File: config.mk
export PLATFORM = sky130hd
export DESIGN_NAME = tlbfa_fzb
export DESIGN_NICKNAME = d
export VERILOG_FILES = /design/src/sv/two_level_bitmap_frame_allocator_unit_defines.svh /design/src/sv/tlbfa_fzb.sv
export SDC_FILE = /design/constraint.sdc
export NUM_CORES = 1
export LEC_CHECK = 0
export ABC_AREA = 1
export BUFFER_PORTS_ARGS = -buffer_cell sky130_fd_sc_hd__buf_4
export CORE_AREA = 3 3 40 42
export DETAILED_ROUTE_END_ITERATION = 10
export DIE_AREA = 0 0 43 45
export SYNTH_ARGS = -nofsm -noshare
export SYNTH_HDL_FRONTEND = slang
export SYNTH_SLANG_ARGS = --single-unit
File: constraint.sdc
create_clock -name vclk -period 5.4
set_input_delay 1.62 -clock vclk [all_inputs]
set_output_delay 1.62 -clock vclk [all_outputs]
set_load 0.03 [all_outputs]
File: src/sv/two_level_bitmap_frame_allocator_unit_defines.svh
// ----------------------------------------------------------------------------
// Frame allocator assertion macros
// Shared property wrappers for the allocator's concurrent checks.
// ----------------------------------------------------------------------------
`ifndef TWO_LEVEL_BITMAP_FRAME_ALLOCATOR_UNIT_DEFINES_SVH
`define TWO_LEVEL_BITMAP_FRAME_ALLOCATOR_UNIT_DEFINES_SVH

// Same-cycle implication, sampled on clk, quiet during reset.
`define TLBFA_ASSERT_NOW(label, cond, expr, msg) \
    label: assert property (@(posedge clk) disable iff (!rst_n) (cond) |-> (expr)) \
        else $error(msg);

// Next-cycle implication, sampled on clk, quiet during reset.
`define TLBFA_ASSERT_NEXT(label, cond, expr, msg) \
    label: assert property (@(posedge clk) disable iff (!rst_n) (cond) |=> (expr)) \
        else $error(msg);

`endif

File: src/sv/tlbfa_fzb.sv
// ----------------------------------------------------------------------------
// First zero bit finder
// Lowest clear bit of a 32-bit word.
// ----------------------------------------------------------------------------
module tlbfa_fzb (
    input  logic [31:0] word,
    output logic        found,
    output logic [4:0]  idx
);

    always_comb
    begin
        found = 1'b0;
        idx   = 5'd0;
        for (int i = 31; i >= 0; i--)
        begin
            if (!word[i])
            begin
                found = 1'b1;
                idx   = 5'(i);
            end
        end
    end

endmodule

==> results.yml <==
floorplan:
  fp.dieW_um: 43
  die_area_mm2: 0.001935
  ios: 38
  start_util: 0.2590
  rows: 13
  coreArea_mm2: 0.001285
  fp.dieH_um: 45
finish:
  area_growth_syn_to_layout_pct: 91.35
  drive_above_1_share: 0.3362
  seq_cells: 0
  design_area_um2: 636.9
  final_nets: 150
  final_cells: 131
  regArea_um2: 0
  nClkBuffers: 0
  antenna_cells: 0
global_route:
  grt-ovfl-total: 0
  use_met1: 0.1524
  grt_pass1_wl_um: 1759
  antenna_found_initial: 0
  met2_usage: 0.1916
  top_usage_layer: "met2"
  met3_usage: 0.003984
  grt_pass1_vias: 455
  track_usage: 0.1070
  grt_max_degree: 4
pwr:
  p_switching_uw: 18.07
  seqPwrFrac: 0
  swShare: 0.4464
  clkPwrFrac: 0
  peakVddDrop_mv: 0.02430
  powerDensity_mw_per_mm2: 63.57
  intPower_uw: 22.41
  pwr-share-comb: 1.000
  total_power_uw: 40.48
  leakage_nw: 0.3487
synth:
  yosysMostFrequentCell: "nand2_1"
  synthTopCellsByArea: "nand2_1 (54%), nor2_1 (11%), a31oi_1 (7.5%)"
  syn_inst: 78
  synth-warning-count: 0
  yosys.area.top_type_share: 0.5414
  yosysSeqAreaShare: 0
  synth_commonest_cells: "nand2_1 (48), nor2_1 (10), a31oi_1 (4), inv_1 (4), nand4_1 (4)"
  synth.distinct_cells: 11
  avgSynthCellArea_um2: 4.267
  synth_nets: 110
  yosysTopAreaCell: "nand2_1"
  syn_area_um2: 332.8
sta:
  finalHoldViolCount: 0
  setup_viol: 0
  tns_ps: 0
  period_needed_ps: 5006
  rsz0062_at_grt: "no"
  relSlewSlack: 0.8341
  final_max_slew_viol_count: 0
  period_share: 0.9270
  tightest_slew_ps: 247.2
  fmax_mhz: 199.8
drt:
  dr.first_iter.drc_count: 9
  drt-total-wl_um: 1094
  first_pass_iters: 4
  via_count: 596
  postRouteAntennaNets: 0
  drcViolationCount: 0
  viasPerCell: 4.550
  drt-wirelength-per-cell_um: 8.351
hold_path:
  hold_depth: 3
  worst_hold_startpoint: "word[1]"
  min_path_type: "in -> out"
  whs_endpoint: "idx[0]"
placed_design:
  hpwl_um: 1046
  port_buffers: 38
  finalWeightedCongestion: 0.6849
  place_area_um2: 636.9
  dp.cells: 131
clocking:
  cts_setup_buffers: 0
  cts_hold_buf: 0
  ctsResizeCount: 0
worst_setup_path:
  worstSetupEndpointType: "output pin"
  cpMaxStageDelayCell: "buf_4"
  crit_required_ps: 3780
  crit_fanout: 3
  critical_path_class: "in -> out"
  cp-start-kind: "input pin"
  slowest_delay_ps: 170
  cp.arrival_ps: 3390
  cpMostUsedCell: "nand2_1"
run:
  cap_violations: 0
status:
  status: "complete, no violations"
cell families after synthesis:
group | Yosys count | share of synthesized area
buffers and inverters | 4 | 0.04510
and+or+nand+nor | 66 | 0.7895
AOI/OAI and AO/OA | 8 | 0.1654
final cells by class:
cell class                      instances  area, um2
Fill cell                             158      648.1
Timing Repair Buffer                   38      285.3
Inverter                                4      15.01
Tap cell                               15      18.77
Multi-Input combinational cell         74      317.8
worst max path at each step:
stage / start / endpoint / slack (ps)
final: word[31] / idx[0] / 390
after global routing: word[31] / idx[0] / 100
after CTS: word[31] / idx[0] / 360
after detailed placement: word[31] / idx[0] / 360
after global placement: word[31] / idx[0] / 380
after floorplan: word[31] / idx[0] / 590
metrics by stage:
step                utilization  hold WS, ps  worst slack (ps)
finish                   0.4956         3539             394.3
detailed placement       0.4956         3541             362.7
CTS                      0.4956         3541             356.9
global route             0.4956         3546             102.0
global placement         0.4956         3537             384.7
floorplan                     -         3341             587.2
worst max-delay path, delay by kind of cell:
family          cells  cell delay, ps
simple gates       29            1340
buf+inv             3             330
compound gates      1             110
layer usage:
layer  vias to the layer above  part of all wire
met5                         -                 0
met4                         0                 0
met3                         0             0.047
met2                        12              0.49
met1                       249              0.46
li1                        335                 -
power by group through the flow:
stage	clock [mW]	combinational, mW	sequential, mW
CTS	0	0.0410	0
global route	0	0.0454	0
finish	0	0.0405	0
global placement	0	0.0407	0
floorplan	0	0.0155	0
detailed placement	0	0.0408	0
layout by cell type, fill, tap and decap left out:
| cell type | netlist | final |
|---|---|---|
| nand3_1 | 2 | 2 |
| nand2_1 | 48 | 48 |
| nand4_1 | 4 | 4 |
| a21oi_2 | 1 | 1 |
| a21oi_1 | 1 | 1 |
| nor2_1 | 10 | 10 |
| buf_4 | 0 | 38 |
| nor3_1 | 2 | 2 |
| o31ai_1 | 1 | 1 |
| a311oi_1 | 1 | 1 |
| inv_1 | 4 | 4 |
| a31oi_1 | 4 | 4 |
Note: power is estimated with default switching activity, not from simulation.
