<file path="src/sv/two_level_bitmap_frame_allocator_unit_defines.svh">
// ----------------------------------------------------------------------------
// Frame allocator assertion macros
// Shared property wrappers for the allocator's concurrent checks.
// ----------------------------------------------------------------------------
`ifndef TWO_LEVEL_BITMAP_FRAME_ALLOCATOR_UNIT_DEFINES_SVH
`define TWO_LEVEL_BITMAP_FRAME_ALLOCATOR_UNIT_DEFINES_SVH

// Same-cycle implication, sampled on clk, quiet during reset.
`define TLBFA_ASSERT_NOW(label, cond, expr, msg) \
    label: assert property (@(posedge clk) disable iff (!rst_n) (cond) |-> (expr)) \
        else $error(msg);

// Next-cycle implication, sampled on clk, quiet during reset.
`define TLBFA_ASSERT_NEXT(label, cond, expr, msg) \
    label: assert property (@(posedge clk) disable iff (!rst_n) (cond) |=> (expr)) \
        else $error(msg);

`endif

</file>
<file path="src/sv/tlbfa_div.sv">
// ----------------------------------------------------------------------------
// Map index unit
// Quotient by a power-of-two divisor as a right shift, ready in the cycle after
// start.
// ----------------------------------------------------------------------------
module tlbfa_div #(
    parameter int DIVISOR = 32,
    parameter int DW      = 11,
    parameter int QW      = 6
) (
    input  logic          clk,
    input  logic          rst_n,
    input  logic          start,
    input  logic [DW-1:0] dividend,
    output logic          done,
    output logic [QW-1:0] quotient
);

    // DIVISOR is a power of two
    localparam int SH = $clog2(DIVISOR);

    logic          done_reg;
    logic [QW-1:0] q_reg;

    always_ff @(posedge clk or negedge rst_n)
    begin
        if (!rst_n)
        begin
            done_reg <= 1'b0;
            q_reg    <= '0;
        end
        else
        begin
            done_reg <= start;
            if (start)
            begin
                q_reg <= QW'(dividend >> SH);
            end
        end
    end

    assign done     = done_reg;
    assign quotient = q_reg;

endmodule

</file>
<file path="config.mk">
export PLATFORM = sky130hd
export DESIGN_NAME = tlbfa_div
export DESIGN_NICKNAME = d
export VERILOG_FILES = /design/src/sv/two_level_bitmap_frame_allocator_unit_defines.svh /design/src/sv/tlbfa_div.sv
export SDC_FILE = /design/constraint.sdc
export NUM_CORES = 1
export LEC_CHECK = 0
export ABC_AREA = 1
export BUFFER_PORTS_ARGS = -buffer_cell sky130_fd_sc_hd__buf_2
export CAP_MARGIN = 20
export CORE_AREA = 10 10 47 49
export CTS_CLUSTER_SIZE = 12
export DETAILED_ROUTE_END_ITERATION = 8
export DIE_AREA = 0 0 57 59
export PLACE_DENSITY_LB_ADDON = 0.08
export REMOVE_ABC_BUFFERS = 1
export SLEW_MARGIN = 15
export SYNTH_ARGS = -nofsm -noshare
export SYNTH_HDL_FRONTEND = slang
export SYNTH_SLANG_ARGS = --single-unit
</file>
<file path="constraint.sdc">
create_clock -name clk -period 0.8 [get_ports clk]
set_clock_uncertainty 0.2 [all_clocks]
set_input_delay 0.2 -clock clk [delete_from_list [all_inputs] [get_ports clk]]
set_output_delay 0.2 -clock clk [all_outputs]
set_load 0.01 [all_outputs]
</file>
==> flow_summary_export.csv, run 1 <==
group,metric,value,unit
logic_synthesis,synth_top_cell_by_area,"dfrtp_1",
power_and_ir_drop,combPwrFrac,0.141,
critical_path,crit_chain,"buf_2",
logic_synthesis,postSynthAreaPerCell,9.48,µm²
logic_synthesis,netlist_top_cells_count,"18 x nand2_1, 7 x dfrtp_1, 1 x inv_2",
timing,slew_headroom,0.893,
clock_tree,cts_buffer_depth,2,
logic_synthesis,synth_warnings,0,
critical_path,reg2reg_from,"quotient[3]",
timing,rsz0062_at_grt,"true",
job,max_cap_violations,0,
critical_path,critPathKind,"register to output pin",
detailed_routing,ant_nets,0,
floorplanning,fp-row-count,14,
detailed_routing,via_count,230,
critical_path,cp.buffers_inverters,1,
clock_tree,clock-root-buffer,"clkbuf_4",
clock_tree,clk_pin_slew,0.05,ns
logic_synthesis,synth_area_leaders,"dfrtp_1 71%, nand2_1 27%, inv_2 1.5%",
critical_path,cp_slowest_cell,"dfrtp_1",
grt,grt_max_degree,9,
logic_synthesis,netlist_area,246,µm²
power_and_ir_drop,clkPwrFrac,0.374,
power_and_ir_drop,swShare,0.237,
detailed_routing,routed_wl,719,µm
critical_path,cp_slowest_stage_delay,0.38,ns
cells_and_area,final.fill_count,162,
logic_synthesis,synth.most_common_cell,"nand2_1",
logic_synthesis,synth-edff-count,0,
grt,grt_overflow_total,0,
clock_tree,ctsHoldBuffers,1,
detailed_routing,wl_per_cell,11.6,µm
detailed_routing,vias_per_cell,3.71,
critical_path,cp.arrival,0.77,ns
grt,grt_pass1_vias,265,
run_status,violations,"hold timing, setup timing",
cells_and_area,area_growth,55.8,%
grt,antenna_found_initial,0,
power_and_ir_drop,p_int,0.000628,W
logic_synthesis,synthArstFlopShare,1.00,
critical_path,cp-start-kind,"register",
cells_and_area,final_util,0.274,
critical_path,cp_num_cells,1,
critical_path,end_kind,"output pin",
critical_path,r2r_cells,2,
cells_and_area,drive_gt1_frac,0.413,
logic_synthesis,synth_top_area_share,0.711,
critical_path,timing.rr.end,"quotient[3]",
floorplanning,fp.dieArea,3360,µm²
logic_synthesis,ys_seq_area_frac,0.711,
floorplanning,num_io_pins,21,
timing,timing.hold.ws,-0.0504,ns
timing,max_freq,857,MHz
timing,slew_viol_final,0,
floorplanning,chipHeight,59,µm
clock_tree,cts_tree,"done",
cells_and_area,largest_reg_flops,6,
timing,fin_crit,1.17,ns
hold_path,worstHoldStart,"dividend[5]",
clock_tree,cts_made_buffers,3,
power_and_ir_drop,p_switching,0.000195,W
detailed_routing,drt_iter0_drc,1,
logic_synthesis,synth_ff_type,"dfrtp_1",
power_and_ir_drop,leakagePower,0.223,nW
cells_and_area,nNetsFinal,61,
placed_design,place_ws,-0.107,ns
critical_path,regToRegSetupSlack,0,ns
power_and_ir_drop,p_per_area,2140,nW/µm²
power_and_ir_drop,peakVddDrop,1110,µV
clock_tree,clk_latency,0.24,ns
timing,min_period_over_period,1.46,
grt,grt_usage,0.0478,
placed_design,gp_congestion,0.606,
grt,grt_first_pass_wirelength,1160,µm
hold_path,hold_path_depth,3,
placed_design,io_buffers,15,
floorplanning,die_w,57,µm
logic_synthesis,ys_types,3,
detailed_routing,first_pass_iters,2,
timing,setup_violations,7,
logic_synthesis,synthCells,26,
timing,hold_violations,7,
timing,worst_pin_slew,0.161,ns
critical_path,critPathMaxFanout,2,
hold_path,hp-class,"input port to register",
run_status,outcome,"complete, but fails checks",
placed_design,dpl-instance-area,342,µm²
critical_path,cp.required,0.40,ns
hold_path,min_to,"quotient[0]",
timing,worst_slack,-0.367,ns
power_and_ir_drop,pwr-share-seq,0.485,
clock_tree,cts_htree_levels,1,
critical_path,worst_path_dominant_cell_family,"flip-flops",
cells_and_area,final_cell_area,384,µm²
logic_synthesis,synth-seq-cells,7,
cells_and_area,diodes,0,
detailed_routing,remaining_drc_errors,0,
floorplanning,core,1400,µm²
clock_tree,cts_sinks,7,
floorplanning,initial_core_util,0.176,
==> how the worst max path moves through the flow <==
stage                           start  slack, ns           to
after global routing      quotient[5]      -0.39  quotient[5]
after global placement    quotient[2]       -0.1  quotient[2]
after detailed placement  quotient[0]      -0.11  quotient[0]
after floorplan           quotient[0]      -0.02  quotient[0]
final                     quotient[0]      -0.37  quotient[0]
after CTS                 quotient[0]      -0.39  quotient[0]
==> placed cells by master (no fill, tap or decap), drive strengths merged <==
cell / synthesis / routed
nand2: 18 / 18
buf: 0 / 15
dfrtp: 7 / 7
clkbuf: 0 / 4
inv: 1 / 1
dlygate4sd3: 0 / 1
==> power by group through the flow <==
stage / clock network, W / logic (W) / registers (W)
finish: 0.000308 / 0.000116 / 0.000399
global placement: 0 / 0.000110 / 0.000402
floorplan: 0 / 0.0000270 / 0.000419
CTS: 0.000331 / 0.000116 / 0.000398
global route: 0.000347 / 0.000134 / 0.000401
detailed placement: 0 / 0.000112 / 0.000404
==> repair_timing <==
action                                 CTS  global route
buffers inserted                         0             0
cloned                                   0             0
setup endpoints to repair                7            13
resized for setup                        0             1
endpoints found under the hold margin   14             7
pin swaps                                0             2
==> per-stage QoR <==
| stage | power, W | setup TNS, ns | std cells |
|---|---|---|---|
| finish | 0.000823 | -2.47 | 62 |
| global route | 0.000882 | -2.85 | 62 |
| CTS | 0.000846 | -2.61 | 62 |
| detailed placement | 0.000516 | -1.24 | 57 |
| global placement | 0.000512 | -1.13 | 57 |
| floorplan | 0.000446 | -0.0910 | 26 |
==> area by class of cell <==
type	count	area, µm²	share of cell area
Clock buffer	4	26.3	0.0684
Inverter	1	3.75	0.00977
Multi-Input combinational cell	18	67.6	0.176
Sequential cell	7	175	0.456
Tap cell	16	20.0	0.0521
Timing Repair Buffer	16	91.3	0.238
==> kinds of logic (layout without fill, tap and decap cells) <==
group                  count (synthesis)  after routing  share of synthesized area
flip-flops                             7              7                      0.711
AND/OR/NAND/NOR                       18             18                      0.274
buffers and inverters                  1             21                     0.0152
==> layer usage <==
metal  track usage  routed length, µm  share of wire
met1        0.0422                281           0.39
met2        0.0682                336           0.47
met3        0.0408                 90           0.13
met4        0.0403                 10          0.014
met5             0                  0              0
==> worst min-delay path: stages <==
cell and delay [ns]:
buf_2 0.07, nand2_1 0.04, nand2_1 0.05
Note: power is estimated with default switching activity, not from simulation.
==> run 2: changes to the inputs <==
==> constraint.sdc (replaced) <==
create_clock -name clk -period 0.8 [get_ports clk]
set_clock_uncertainty 0.2 [all_clocks]
set_input_delay 0.2 -clock clk [delete_from_list [all_inputs] [get_ports clk]]
set_output_delay 0.2 -clock clk [all_outputs]
set_load 0.02 [all_outputs]
==> run 2 against run 1 <==
- the flow still finishes with violations (hold timing, setup timing)
- largest power group unchanged
- highest routed layer unchanged
- non-clock buffer count grew 1
- via count shrank 0.43%
- sequential share of layout area shrank 5.0 points
- clock power is essentially flat
- critical endpoint unchanged
- global-route usage grew 0.17 points
- first-iteration DRC count shrank 100%
- total power grew 8.2%
==> flow_summary_export.csv, run 2 (same netlist as run 1, synthesis figures left out) <==
group,metric,value,unit
run_status,outcome,"complete, but fails checks",
run_status,violations,"hold timing, setup timing",
power_and_ir_drop,peakVddDrop,1120,µV
hold_path,worstHoldStart,"dividend[5]",
critical_path,cp.buffers_inverters,1,
timing,tns,-2.67,ns
cells_and_area,stdcell_count,63,
detailed_routing,first_pass_iters,1,
critical_path,cp_slowest_cell,"dfrtp_1",
critical_path,cp-start-kind,"register",
critical_path,r2r_cells,3,
clock_tree,clk_pin_slew,0.05,ns
job,max_cap_violations,0,
power_and_ir_drop,p_per_area,2060,nW/µm²
clock_tree,cts_made_buffers,3,
cells_and_area,final.fill_count,159,
cells_and_area,largest_reg_flops,6,
cells_and_area,layout_common_cells,"17 x nand2_1, 8 x buf_2, 7 x dfrtp_1, 7 x buf_6, 3 x clkbuf_4",
placed_design,place_ws,-0.126,ns
timing,slew_viol_final,0,
floorplanning,fp-row-count,14,
critical_path,reg2reg_from,"quotient[4]",
critical_path,worst_path_dominant_cell_family,"flip-flops",
critical_path,crit_chain,"buf_6",
power_and_ir_drop,leakagePower,0.240,nW
critical_path,critPathMaxFanout,2,
clock_tree,cts_htree_levels,1,
detailed_routing,vias_per_cell,3.63,
detailed_routing,wl_per_cell,11.4,µm
grt,antenna_found_initial,0,
floorplanning,num_io_pins,21,
hold_path,hp-class,"input port to register",
timing,rsz0062_at_grt,"true",
floorplanning,fp.dieArea,3360,µm²
timing,worst_pin_slew,0.160,ns
detailed_routing,via_count,229,
grt,grt_first_pass_wirelength,1230,µm
cells_and_area,nNetsFinal,62,
floorplanning,initial_core_util,0.176,
timing,worst_slack,-0.375,ns
timing,timing.hold.ws,-0.0513,ns
power_and_ir_drop,total_power,0.000890,W
cells_and_area,diodes,0,
cells_and_area,drive_gt1_frac,0.447,
critical_path,cp.arrival,0.77,ns
floorplanning,core,1400,µm²
timing,min_period_over_period,1.47,
critical_path,end_kind,"output pin",
critical_path,timing.rr.end,"quotient[4]",
critical_path,cp_slowest_stage_delay,0.39,ns
cells_and_area,ff_latch_area,175,µm²
grt,grt_overflow_total,0,
timing,hold_violations,7,
clock_tree,clock-root-buffer,"clkbuf_4",
hold_path,min_to,"quotient[0]",
cells_and_area,final_common_cell,"nand2_1",
floorplanning,die_w,57,µm
detailed_routing,ant_nets,0,
clock_tree,clk_latency,0.25,ns
placed_design,gp_congestion,0.606,
grt,grt_usage,0.0495,
grt,grt_pass1_vias,278,
critical_path,regToRegSetupSlack,-0.11,ns
timing,setup_violations,10,
timing,fin_crit,1.17,ns
detailed_routing,routed_wl,719,µm
clock_tree,cts_buffer_depth,2,
floorplanning,chipHeight,59,µm
timing,slew_headroom,0.894,
clock_tree,cts_sinks,7,
clock_tree,cts_tree,"done",
detailed_routing,remaining_drc_errors,0,
clock_tree,ctsHoldBuffers,1,
timing,max_freq,851,MHz
placed_design,io_buffers,15,
critical_path,cp.required,0.40,ns
detailed_routing,drt_iter0_drc,0,
placed_design,dp_cells,57,
critical_path,critPathKind,"register to output pin",
cells_and_area,multi_input_area,70.1,µm²
cells_and_area,area_growth,75.1,%
grt,grt_max_degree,9,
hold_path,hold_path_depth,3,
==> run 2: layout make-up <==
class	count	area share
tap	16	0.0464
multi-input combinational	18	0.162
clock buffer	4	0.0609
inverter	1	0.00870
timing repair buffer	17	0.316
sequential	7	0.406
==> run 2: worst max path at each step <==
stage	from	to	slack, ns	cells past startpoint
floorplan	quotient[0]	quotient[0]	-0.08	2
global placement	quotient[2]	quotient[2]	-0.11	1
detailed placement	quotient[0]	quotient[0]	-0.13	1
CTS	quotient[0]	quotient[0]	-0.39	1
global route	quotient[5]	quotient[5]	-0.40	1
finish	quotient[0]	quotient[0]	-0.37	1
==> run 2: through the flow <==
| stage | cell area, µm² | hold WS [ns] | utilization |
|---|---|---|---|
| floorplan | 246 | -0.296 | - |
| global placement | 342 | -0.162 | 0.244 |
| detailed placement | 342 | -0.158 | 0.244 |
| CTS | 422 | -0.0626 | 0.301 |
| global route | 432 | -0.0446 | 0.308 |
| finish | 432 | -0.0513 | 0.308 |
==> run 2: layer usage <==
metal  up-vias  GRT usage  part of all wire
li1        120          -                 -
met1        97     0.0458              0.39
met2        10     0.0682              0.45
met3         2     0.0429              0.14
met4         0     0.0403             0.013
met5         -          0                 0
==> run 2: timing repair <==
item	CTS	global route
pin swaps	6	0
gates resized for setup	14	1
hold endpoints to repair	14	7
buffers inserted	0	1
endpoints found under the setup margin	7	13
==> run 2: report_power, final <==
group	switching, W	internal (W)
logic	0.0000873	0.0000891
clock network	0.000119	0.000190
registers	0.0000207	0.000385
